File: src/bfa_pkg.sv
`timescale 1ns / 1ps
// Shared constants for the exhaustive asymmetric TSP search core.
// No dependencies; imported by brute_force_atsp_solver_core.
package bfa_pkg;

  // Built size and weight width defaults.
  localparam int MAX_VERTICES_DEF = 12;
  localparam int WEIGHT_BITS_DEF  = 16;

  // Widths of the request and result fields.
  localparam int VTX_FIELD_W = 4;
  localparam int COST_W      = 20;

  // Saturation value for the reported cost.
  localparam logic [COST_W-1:0] COST_MAX = '1;

  // Vertex count after reset.
  localparam logic [VTX_FIELD_W-1:0] NUM_VERTICES_RESET = 4'd5;

  // Request operation codes.
  localparam logic OP_WRITE = 1'b0;
  localparam logic OP_SOLVE = 1'b1;

endpackage

File: src/brute_force_atsp_solver_core.sv
`timescale 1ns / 1ps
// Exhaustive ATSP search: a write request yields no result.
// A solve walks the permutation tree depth first, stepping through find (with the
// distance read), evaluate and pop at each tree node, plus a closing step at a leaf,
// then emits n results one per cycle as the output is taken.
// Reset clears the control state and sets num_vertices to 5; the distance memory is
// not cleared, and a solve over entries never written returns undefined values.
module brute_force_atsp_solver_core import bfa_pkg::*; #(
  parameter int MAX_VERTICES = MAX_VERTICES_DEF,
  parameter int WEIGHT_BITS  = WEIGHT_BITS_DEF
) (
  input  logic                   clk,
  input  logic                   rst_n,
  // Configuration write channel.
  input  logic                   cfg_valid,
  output logic                   cfg_ready,
  input  logic [VTX_FIELD_W-1:0] cfg_num_vertices,
  // Request channel.
  input  logic                   in_valid,
  output logic                   in_ready,
  input  logic                   in_operation,
  input  logic [VTX_FIELD_W-1:0] in_row_vertex,
  input  logic [VTX_FIELD_W-1:0] in_col_vertex,
  input  logic [15:0]            in_edge_weight,
  // Result channel.
  output logic                   out_valid,
  input  logic                   out_ready,
  output logic [VTX_FIELD_W-1:0] out_tour_position,
  output logic [VTX_FIELD_W-1:0] out_tour_vertex,
  output logic [COST_W-1:0]      out_best_cost,
  output logic                   out_last_of_tour
);

  localparam int V_W    = (MAX_VERTICES > 2) ? $clog2(MAX_VERTICES) : 1;
  localparam int N_W    = $clog2(MAX_VERTICES + 1);
  localparam int DEPTH  = MAX_VERTICES * MAX_VERTICES;
  localparam int ADDR_W = $clog2(DEPTH);
  localparam int C_W    = WEIGHT_BITS + $clog2(MAX_VERTICES + 1);
  localparam int CMP_W  = (C_W > COST_W) ? C_W : COST_W;

  typedef enum logic [2:0] {
    ST_IDLE,
    ST_FIND,
    ST_EVAL,
    ST_CLOSE,
    ST_OUT
  } state_t;

  state_t                   state_r;
  logic [VTX_FIELD_W-1:0]   num_vertices_r;
  logic [N_W-1:0]           n_r;
  logic [V_W-1:0]           slots_r;
  logic [V_W-1:0]           depth_r;
  logic [N_W-1:0]           cand_r;
  logic [V_W-1:0]           v_r;
  logic [V_W-1:0]           prev_r;
  logic [C_W-1:0]           partial_r;
  logic [C_W-1:0]           min_r;
  logic [MAX_VERTICES-1:0]  used_r;
  logic [V_W-1:0]           pos_r;

  // Search stack, one entry per tour slot, plus the best order found.
  logic [V_W-1:0]           order_stk [MAX_VERTICES];
  logic [V_W-1:0]           prev_stk  [MAX_VERTICES];
  logic [C_W-1:0]           part_stk  [MAX_VERTICES];
  logic [V_W-1:0]           best_order [MAX_VERTICES];

  logic [WEIGHT_BITS-1:0]   dist_mem [DEPTH];
  logic [WEIGHT_BITS-1:0]   rd_data_r;
  logic [ADDR_W-1:0]        rd_addr;
  logic [ADDR_W-1:0]        wr_addr;
  logic                     wr_en;

  logic                     out_valid_r;
  logic [VTX_FIELD_W-1:0]   out_pos_r;
  logic [VTX_FIELD_W-1:0]   out_vtx_r;
  logic [COST_W-1:0]        out_cost_r;
  logic                     out_last_r;

  logic                     in_fire;
  logic                     found;
  logic [V_W-1:0]           find_v;
  logic [C_W-1:0]           sum_w;
  logic [V_W-1:0]           dd;
  logic [N_W-1:0]           n_clamp;
  logic [CMP_W-1:0]         min_ext;
  logic [COST_W-1:0]        cost_sat;

  assign cfg_ready = 1'b1;
  assign in_ready  = (state_r == ST_IDLE);
  assign in_fire   = in_valid && in_ready;

  assign out_valid         = out_valid_r;
  assign out_tour_position = out_pos_r;
  assign out_tour_vertex   = out_vtx_r;
  assign out_best_cost     = out_cost_r;
  assign out_last_of_tour  = out_last_r;

  // Lowest unused vertex at or above the current candidate and below n.
  always_comb begin
    found  = 1'b0;
    find_v = '0;
    for (int i = MAX_VERTICES - 1; i >= 1; i--) begin
      if (N_W'(i) >= cand_r && N_W'(i) < n_r && !used_r[i]) begin
        found  = 1'b1;
        find_v = V_W'(i);
      end
    end
  end

  assign sum_w = partial_r + C_W'(rd_data_r);
  assign dd    = depth_r - 1'b1;

  always_comb begin
    if (int'(num_vertices_r) < 2) begin
      n_clamp = N_W'(2);
    end else if (int'(num_vertices_r) > MAX_VERTICES) begin
      n_clamp = N_W'(MAX_VERTICES);
    end else begin
      n_clamp = N_W'(num_vertices_r);
    end
  end

  assign min_ext  = CMP_W'(min_r);
  assign cost_sat = (min_ext > CMP_W'(COST_MAX)) ? COST_MAX : min_ext[COST_W-1:0];

  assign wr_en   = in_fire && (in_operation == OP_WRITE) &&
                   (int'(in_row_vertex) < MAX_VERTICES) &&
                   (int'(in_col_vertex) < MAX_VERTICES);
  assign wr_addr = ADDR_W'(in_row_vertex) * ADDR_W'(MAX_VERTICES) + ADDR_W'(in_col_vertex);

  // The search reads the edge to the next candidate, or the closing edge back to vertex 0.
  always_comb begin
    if (state_r == ST_EVAL) begin
      rd_addr = ADDR_W'(v_r) * ADDR_W'(MAX_VERTICES);
    end else begin
      rd_addr = ADDR_W'(prev_r) * ADDR_W'(MAX_VERTICES) + ADDR_W'(find_v);
    end
  end

  // Writes happen only while idle, and the search reads only after leaving idle,
  // so a search read never meets a write to the same entry.
  always_ff @(posedge clk) begin
    if (wr_en) begin
      dist_mem[wr_addr] <= WEIGHT_BITS'(in_edge_weight);
    end
    rd_data_r <= dist_mem[rd_addr];
  end

  always_ff @(posedge clk) begin
    if (!rst_n) begin
      state_r        <= ST_IDLE;
      num_vertices_r <= NUM_VERTICES_RESET;
      out_valid_r    <= 1'b0;
      n_r            <= N_W'(2);
      slots_r        <= V_W'(1);
      depth_r        <= '0;
      cand_r         <= '0;
      used_r         <= '0;
      pos_r          <= '0;
      partial_r      <= '0;
      min_r          <= '1;
      prev_r         <= '0;
      v_r            <= '0;
    end else begin
      if (cfg_valid && cfg_ready) begin
        num_vertices_r <= cfg_num_vertices;
      end
      // While emitting, the output state owns the valid flag.
      if (out_valid_r && out_ready && state_r != ST_OUT) begin
        out_valid_r <= 1'b0;
      end
      case (state_r)
        ST_IDLE: begin
          if (in_fire && in_operation == OP_SOLVE) begin
            n_r       <= n_clamp;
            slots_r   <= V_W'(n_clamp - 1'b1);
            depth_r   <= '0;
            cand_r    <= N_W'(1);
            prev_r    <= '0;
            partial_r <= '0;
            min_r     <= '1;
            used_r    <= '0;
            state_r   <= ST_FIND;
          end
        end
        ST_FIND: begin
          if (found) begin
            v_r     <= find_v;
            state_r <= ST_EVAL;
          end else if (depth_r == '0) begin
            pos_r   <= '0;
            state_r <= ST_OUT;
          end else begin
            // Pop one level and move on to the next sibling.
            used_r[order_stk[dd]] <= 1'b0;
            partial_r             <= part_stk[dd];
            prev_r                <= prev_stk[dd];
            cand_r                <= N_W'(order_stk[dd]) + 1'b1;
            depth_r               <= dd;
          end
        end
        ST_EVAL: begin
          if (sum_w >= min_r) begin
            cand_r  <= N_W'(v_r) + 1'b1;
            state_r <= ST_FIND;
          end else begin
            order_stk[depth_r] <= v_r;
            prev_stk[depth_r]  <= prev_r;
            part_stk[depth_r]  <= partial_r;
            used_r[v_r]        <= 1'b1;
            partial_r          <= sum_w;
            prev_r             <= v_r;
            depth_r            <= depth_r + 1'b1;
            cand_r             <= N_W'(1);
            if (depth_r + 1'b1 == slots_r) begin
              state_r <= ST_CLOSE;
            end else begin
              state_r <= ST_FIND;
            end
          end
        end
        ST_CLOSE: begin
          if (sum_w < min_r) begin
            min_r      <= sum_w;
            best_order <= order_stk;
          end
          // No candidate is left at the leaf, so the next step backtracks.
          cand_r  <= n_r;
          state_r <= ST_FIND;
        end
        ST_OUT: begin
          if (!out_valid_r || out_ready) begin
            out_valid_r <= 1'b1;
            out_pos_r   <= VTX_FIELD_W'(pos_r);
            out_vtx_r   <= (pos_r == '0) ? '0 : VTX_FIELD_W'(best_order[pos_r - 1'b1]);
            out_cost_r  <= cost_sat;
            out_last_r  <= (pos_r == slots_r);
            pos_r       <= pos_r + 1'b1;
            if (pos_r == slots_r) begin
              state_r <= ST_IDLE;
            end
          end
        end
        default: begin
          state_r <= ST_IDLE;
        end
      endcase
    end
  end

  // The search depth never passes the number of tour slots.
  assert property (@(posedge clk) disable iff (!rst_n)
    (state_r != ST_IDLE && state_r != ST_OUT) |-> (depth_r <= slots_r))
    else $error("search depth beyond tour slots");

  // Every level on the stack holds exactly one used vertex.
  assert property (@(posedge clk) disable iff (!rst_n)
    (state_r == ST_FIND) |-> ($countones(used_r) == int'(depth_r)))
    else $error("used vertex set out of step with stack depth");

  // A candidate under evaluation is never already on the path, and never vertex 0.
  assert property (@(posedge clk) disable iff (!rst_n)
    (state_r == ST_EVAL) |-> (!used_r[v_r] && v_r != '0))
    else $error("candidate vertex already in use");

  // The leaf is reached only with a full path.
  assert property (@(posedge clk) disable iff (!rst_n)
    (state_r == ST_CLOSE) |-> (depth_r == slots_r))
    else $error("tour closed with incomplete path");

  // The last result carries the final tour position.
  assert property (@(posedge clk) disable iff (!rst_n)
    (out_valid_r && out_last_r) |-> (out_pos_r == VTX_FIELD_W'(slots_r)))
    else $error("last marker on wrong tour position");

endmodule
File: config.mk
export PLATFORM = sky130hd
export DESIGN_NAME = brute_force_atsp_solver_core
export DESIGN_NICKNAME = d
export VERILOG_FILES = /design/src/bfa_pkg.sv /design/src/brute_force_atsp_solver_core.sv
export SDC_FILE = /design/constraint.sdc
export NUM_CORES = 2
export LEC_CHECK = 0
export BUFFER_PORTS_ARGS = -buffer_cell sky130_fd_sc_hd__buf_2
export CAP_MARGIN = 20
export CORE_ASPECT_RATIO = 0.9
export CORE_UTILIZATION = 30
export DETAILED_ROUTE_END_ITERATION = 8
export PLACE_DENSITY_LB_ADDON = 0.25
export SLEW_MARGIN = 10
export SYNTH_ARGS = -nofsm -noshare
export SYNTH_HDL_FRONTEND = slang
export SYNTH_SLANG_ARGS = --single-unit
File: constraint.sdc
create_clock -name clk -period 6.3 [get_ports clk]
set_clock_uncertainty 0.2 [all_clocks]
set_input_delay 0.945 -clock clk [delete_from_list [all_inputs] [get_ports clk]]
set_output_delay 0.945 -clock clk [all_outputs]
set_load 0.005 [all_outputs]
; After elaboration in Yosys (flattened, before gate mapping)
; Memories as Yosys holds them, arrays and structs flattened. A register that Yosys moved wholly into a read port is not among the register bits.
; Index checks and enable logic that the tools add are counted.
[totals]
register_bits = 213
latchBits = 0
ram_bits = 2592
rom_bits = 0
input_bits = 34
out_inout_bits = 32
word_cells = 266
n_memories = 3
[classes]
n_addsub = 10
mul = 3
n_div = 0
n_lt_le_gt_ge = 37
eq_ne = 16
shift = 0
mux = 86
n_bitwise = 8
reduce_logical = 62
[mem_list]
columns = memory, words, width, read_ports, rd_clocked_by_memory_dff, write_ports, line
row1 = dist_mem, 144, 16, 1, 1, 1, brute_force_atsp_solver_core.sv:68  ; logic [WEIGHT_BITS-1:0] dist_mem [DEPTH];
row2 = part_stk, 12, 20, 1, 0, 1, brute_force_atsp_solver_core.sv:65  ; logic [C_W-1:0] part_stk [MAX_VERTICES];
row3 = prev_stk, 12, 4, 1, 0, 1, brute_force_atsp_solver_core.sv:64  ; logic [V_W-1:0] prev_stk [MAX_VERTICES];
[ops]
columns = op, count
row1 = two-way mux 4 bit, 32
row2 = two-way mux 20 bit, 6
row3 = case mux 20 bit (3 select lines), 1
row4 = bitwise mux 48 bit, 1
row5 = two-way mux 12 bit, 4
row6 = case mux 20 bit (2 select lines), 1
row7 = case mux 12 bit (3 select lines), 1
row8 = binary-select mux 4 bit (select 4 bit), 2
row9 = logical AND 1 bit, 32
row10 = case mux 4 bit (3 select lines), 2
row11 = two-way mux 1 bit, 22
row12 = adder 20 x 16 -> 20 bit, 1
row13 = >= comparator 20 bit, 1
row14 = "greater-than comparator 20 bit, second input constant", 1
row15 = < comparator 20 bit, 1
row16 = "multiplier 4 x 2 -> 6 bit, second input constant", 3
row17 = "adder 4 x 1 -> 4 bit, second input constant", 4
row18 = adder 8 x 4 -> 8 bit, 2
row19 = demux 4 bit (select 4 bit), 1
row20 = ">= comparator 3 x 4 -> 1 bit, first input constant", 4
row21 = ">= comparator 4 bit, first input constant", 4
row22 = "< comparator 3 x 4 -> 1 bit, first input constant", 4
row23 = "< comparator 4 bit, first input constant", 4
row24 = case mux 4 bit (4 select lines), 1
row25 = other kinds (41), 87

; Logic depth before layout (Yosys ltp)
[depth]
ltp_word = 16
ltp_mapped = 22
mapped_depth_nobuf = 20

; Least setup slack after synthesis
; Ideal clock, no wire load.
[synth_path]
kind = register to register
from = register partial_r[1]
to = register best_order[0] (netlist bit) (enable)
setup_ns = 0.454
arrival_ns = 5.889
required_time_ns = 5.646
setup_slack_ns = -0.243
path_stages_with_launch = 21
n_path_buf = 2
synth_period_minus_slack_ns = 6.543
cell_sequence = dfxtp_1 -> ha_1 -> a21o_1 -> a21oi_1 -> o211ai_1 -> a211oi_1 -> nor2_1 -> a21o_1 -> a21oi_1 -> xnor2_1 -> ha_1 -> a21oi_1 -> nor2b_1 -> o21ai_0 -> nand2_1 -> a211oi_1 -> o21ai_0 -> or2_2 -> clkbuf_1 -> clkbuf_1 -> nor2_1
[synth_via]
elab_chain_cells = 3
[synth_rtl]
columns = item, line
row1 = "start, declared", brute_force_atsp_solver_core.sv:57  ; logic [C_W-1:0] partial_r;
row2 = "start signal, assigned", brute_force_atsp_solver_core.sv:197  ; partial_r <= part_stk[dd];
row3 = "start signal, assigned", brute_force_atsp_solver_core.sv:212  ; partial_r <= sum_w;
row4 = adder 20 x 16 -> 20 bit, brute_force_atsp_solver_core.sv:111  ; assign sum_w = partial_r + C_W'(rd_data_r);
row5 = < comparator 20 bit, brute_force_atsp_solver_core.sv:224  ; if (sum_w < min_r) begin
row6 = AND reduction 3 bit (no source line), n/a
row7 = "end signal, assigned", brute_force_atsp_solver_core.sv:226  ; best_order <= order_stk;
row8 = "end, declared", brute_force_atsp_solver_core.sv:66  ; logic [V_W-1:0] best_order [MAX_VERTICES];
; Every way passes these cells.
; A chain may end at the register's enable or synchronous reset.

; Worst setup path in the final report
[layout_path]
from = register cand_r[3]
to = register rd_data_r[10], read port of dist_mem
[layout_via]
elab_chain_cells = 16
elab_cells_between_ends = 46
cone_classes = add/sub (1) / order compare (11) / mux (12) / reduce/logical (22)
[layout_rtl]
columns = item, line
row1 = "start, declared", brute_force_atsp_solver_core.sv:54  ; logic [N_W-1:0] cand_r;
row2 = "start signal, assigned", brute_force_atsp_solver_core.sv:199  ; cand_r <= N_W'(order_stk[dd]) + 1'b1;
row3 = "start signal, assigned", brute_force_atsp_solver_core.sv:205  ; cand_r <= N_W'(v_r) + 1'b1;
row4 = "start signal, assigned", brute_force_atsp_solver_core.sv:229  ; cand_r <= n_r;
row5 = >= comparator 4 bit, brute_force_atsp_solver_core.sv:104  ; if (N_W'(i) >= cand_r && N_W'(i) < n_r && !used_r[i]) begin
row6 = logical AND 1 bit (2 in a row), brute_force_atsp_solver_core.sv:104
row7 = two-way mux 4 bit (10 in a row), brute_force_atsp_solver_core.sv:104
row8 = two-way mux 4 bit *, brute_force_atsp_solver_core.sv:104
row9 = net find_v[3], brute_force_atsp_solver_core.sv:82  ; logic [V_W-1:0] find_v;
row10 = adder 8 x 4 -> 8 bit *, brute_force_atsp_solver_core.sv:137  ; rd_addr = ADDR_W'(prev_r) * ADDR_W'(MAX_VERTICES) + ADDR_W'(find_v);
row11 = two-way mux 8 bit *, brute_force_atsp_solver_core.sv:134  ; if (state_r == ST_EVAL) begin
row12 = "end, declared", brute_force_atsp_solver_core.sv:69  ; logic [WEIGHT_BITS-1:0] rd_data_r;
; The timed path passes the listed nets; every way through them passes the cells marked *.

==> impl_metrics.ini <==
[run_status]
status = finished, violations left
violations = design-rule violations

[sta]
layout_min_cycle_time_ns = 6.08
period_share = 0.965
worstMarginPinSlew_ns = 1.25
fmaxAchievable_mhz = 164
finalSetupViolCount = 0
maxSlewViolCount = 0
holdWs_ns = 0.137
slew_headroom = 0.162
finalHoldViolations = 0
rsz0062_at_grt = false

[routing]
wl_per_cell_um = 31.2
drc = 24
vias = 76900
drtAntennaViolNets = 0
wirelength_mm = 434
first_pass_iters = 9
drt_iter0_markers = 11200
routed_via_density = 5.53

[grt]
use_met1 = 0.314
grt_pass1_wl_mm = 598
grt_pass1_vias = 72000
grt_busiest_layer = met2
overflow = 0
met3_usage = 0.0507
grt_usage = 0.219
grt_max_degree = 99
antenna_found_initial = 31
met2_usage = 0.320

[synth]
syn-cell-area_mm2 = 0.115
yosysUniqueCellTypes = 98
synth_nets = 8277
synthTopCellsByArea = edfxtp_1, nand2_1, mux2i_1, mux4_2, nor2_1
synth_ff_type = edfxtp_1
ys.warnings.count = 0
ys_seq_elements = 2820
synth.largest_area_cell = edfxtp_1
synthArstFlopShare = 0
synth-seq-area-share = 0.728
synth.avg_cell_area_um2 = 14.1
synth-edff-count = 2717
syn-instance-count = 8164
synth_top_area_frac = 0.710

[placement]
portBuffers = 64
place_congestion = 0.939
post-dp-hpwl_mm = 274
dp.cells = 13400
place_area_mm2 = 0.125

[power]
power.density_mw_per_mm2 = 407
ir_drop_mv = 0.235
finalPower_mw = 55.0
p_leak_nw = 44.7

[floorplanning]
die_h_um = 589
fp.coreArea_mm2 = 0.381
die_x_um = 655
start_util = 0.302
rows = 215
fp.dieArea_mm2 = 0.386
ioPinCount = 66

[setup_path]
crit_type = flop to flop
rr_worst_depth = 16
path_max_fanout = 14
crit_arrival_ns = 6.73
critPathRequiredTime_ns = 6.94
end_kind = flop
crit_path_start_kind = flop

[cts]
htreeDepth = 5
insertion_delay_ns = 0.92
cts-root-buf = clkbuf_16
numCtsBuffers = 305
post_cts.repair.setup_buffers = 0
cts_sinks = 2820
max-clock-path-buffers = 4
clk_pin_slew_ns = 0.06
cts_tree = built

[cells_and_area]
regArea_mm2 = 0.0837
drive_gt1_frac = 0.158
nNetsFinal = 8673
synthToLayoutAreaGrowth_pct = 17.6
multi_input_area_mm2 = 0.0290
instances_no_fill = 13900
nFillCells = 36400
fin_area_mm2 = 0.135

[min_path]
hold_depth = 3
hold_path_class = input port to flop

[job]
drv_cap = 0
==> power breakdown <==
| part | total [mW] | internal (mW) | switching (mW) | leakage (nW) |
|---|---|---|---|---|
| clock network | 18.4 | 10.7 | 7.68 | 4.89 |
| registers | 21.0 | 20.7 | 0.302 | 25.3 |
| logic | 15.6 | 4.44 | 11.2 | 14.4 |
| total | 55.0 | 35.9 | 19.2 | 44.7 |
==> worst max-delay path, cell delays in order (launching register included) <==
cell       delay [ns]
dfxtp_1          0.65
nor2_1           0.17
a41oi_1          0.38
nor2_1           0.12
nor4_1           0.40
nor2b_1          0.41
ha_1             0.32
a21o_1           0.23
and4_1           0.19
a221oi_1         0.22
o2bb2ai_1        0.17
a31oi_2          0.32
nand2b_1         0.69
nor2_1           0.56
or4b_1           0.66
o2111a_1         0.27
nand4_1          0.11
==> synthesized netlist by cell type (all sizes together) (33+ instances only) <==
library cell,n
and3,90
o221ai,47
nand2,1197
clkbuf,238
nor2,554
nand2b,52
o21ai,288
mux4,104
mux2i,235
a21oi,260
ha,73
dfxtp,103
a311oi,55
edfxtp,2717
nand4,39
nor4,33
a31oi,119
buf,336
o22ai,95
or3,121
nand3,383
o211ai,92
a22oi,33
nor3,249
a211oi,92
inv,55
==> flip-flops by register name, summed over array words and instances, names as in the netlist, 11 cells and up <==
name / count
min_ext: 20
rd_data_r: 16
partial_r: 20
out_best_cost: 20
used_r: 11
prev_stk: 48
dist_mem: 2304
part_stk: 240
order_stk: 48
best_order: 48
==> per-stage QoR <==
stage / setup slack [ns] / utilization / setup TNS (ns)
floorplan: 0.557 / - / 0
global placement: -0.710 / 0.328 / -0.861
detailed placement: 0.0823 / 0.328 / 0
CTS: 0.0959 / 0.354 / 0
finish: 0.219 / 0.355 / 0
global route: 0.0299 / 0.354 / 0
==> kinds of logic (layout without fill, tap and decap cells) <==
| logic type | count (synthesis) | after routing | synth area share |
|---|---|---|---|
| AOI/OAI and AO/OA | 1409 | 1409 | 0.0830 |
| xor gates and xnor gates | 53 | 53 | 0.00404 |
| adders and majority gates | 80 | 80 | 0.00908 |
| buffers and inverters | 631 | 1266 | 0.0242 |
| DFF | 2820 | 2820 | 0.728 |
| muxes | 362 | 362 | 0.0431 |
| other | 1 | 14 | 0.0000326 |
| and+or+nand+nor | 2808 | 2808 | 0.109 |
==> path summary, 6_finish.rpt <==
path	startpoint	to	slack [ns]
max reg2reg	cand_r[3]	rd_data_r[10]	0.22
max	cand_r[3]	rd_data_r[10]	0.22
min	cfg_num_vertices[0]	num_vertices_r[0]	0.14
min reg2reg	min_ext[4]	out_best_cost[4]	0.22
==> cell usage in the layout (no fill, tap or decap), drive strengths merged, types with 69 or more instances in the layout <==
cell type	instances
and3	90
a211oi	92
buf	663
clkbuf	378
nand3	383
nor3	249
mux2i	235
mux4	104
clkinv	108
ha	73
dfxtp	103
edfxtp	2717
a21oi	260
o22ai	95
nand2	1197
o211ai	92
a31oi	119
nor2	554
o21ai	288
or3	121
inv	69
==> repair_timing <==
item | 4_1_cts | 5_1_grt
hold buffers | 0 | 0
resized for setup | 0 | 6
endpoints found under the setup margin | 0 | 101
==> layout make-up <==
cell class	count	share of cell area
Multi-Input combinational cell	4713	0.215
Antenna cell	13	0.000241
Sequential cell	2820	0.619
Inverter	57	0.00158
Tap cell	5099	0.0472
Clock buffer	378	0.0601
Timing Repair Buffer	663	0.0432
Clock inverter	168	0.0140
==> routing by layer <==
layer | vias to the layer above | share of wire
li1 | 32100 | -
met1 | 39700 | 0.42
met2 | 4362 | 0.43
met3 | 783 | 0.11
met4 | 18 | 0.042
met5 | - | 0.00028
Note: power is estimated with default switching activity, not from simulation.
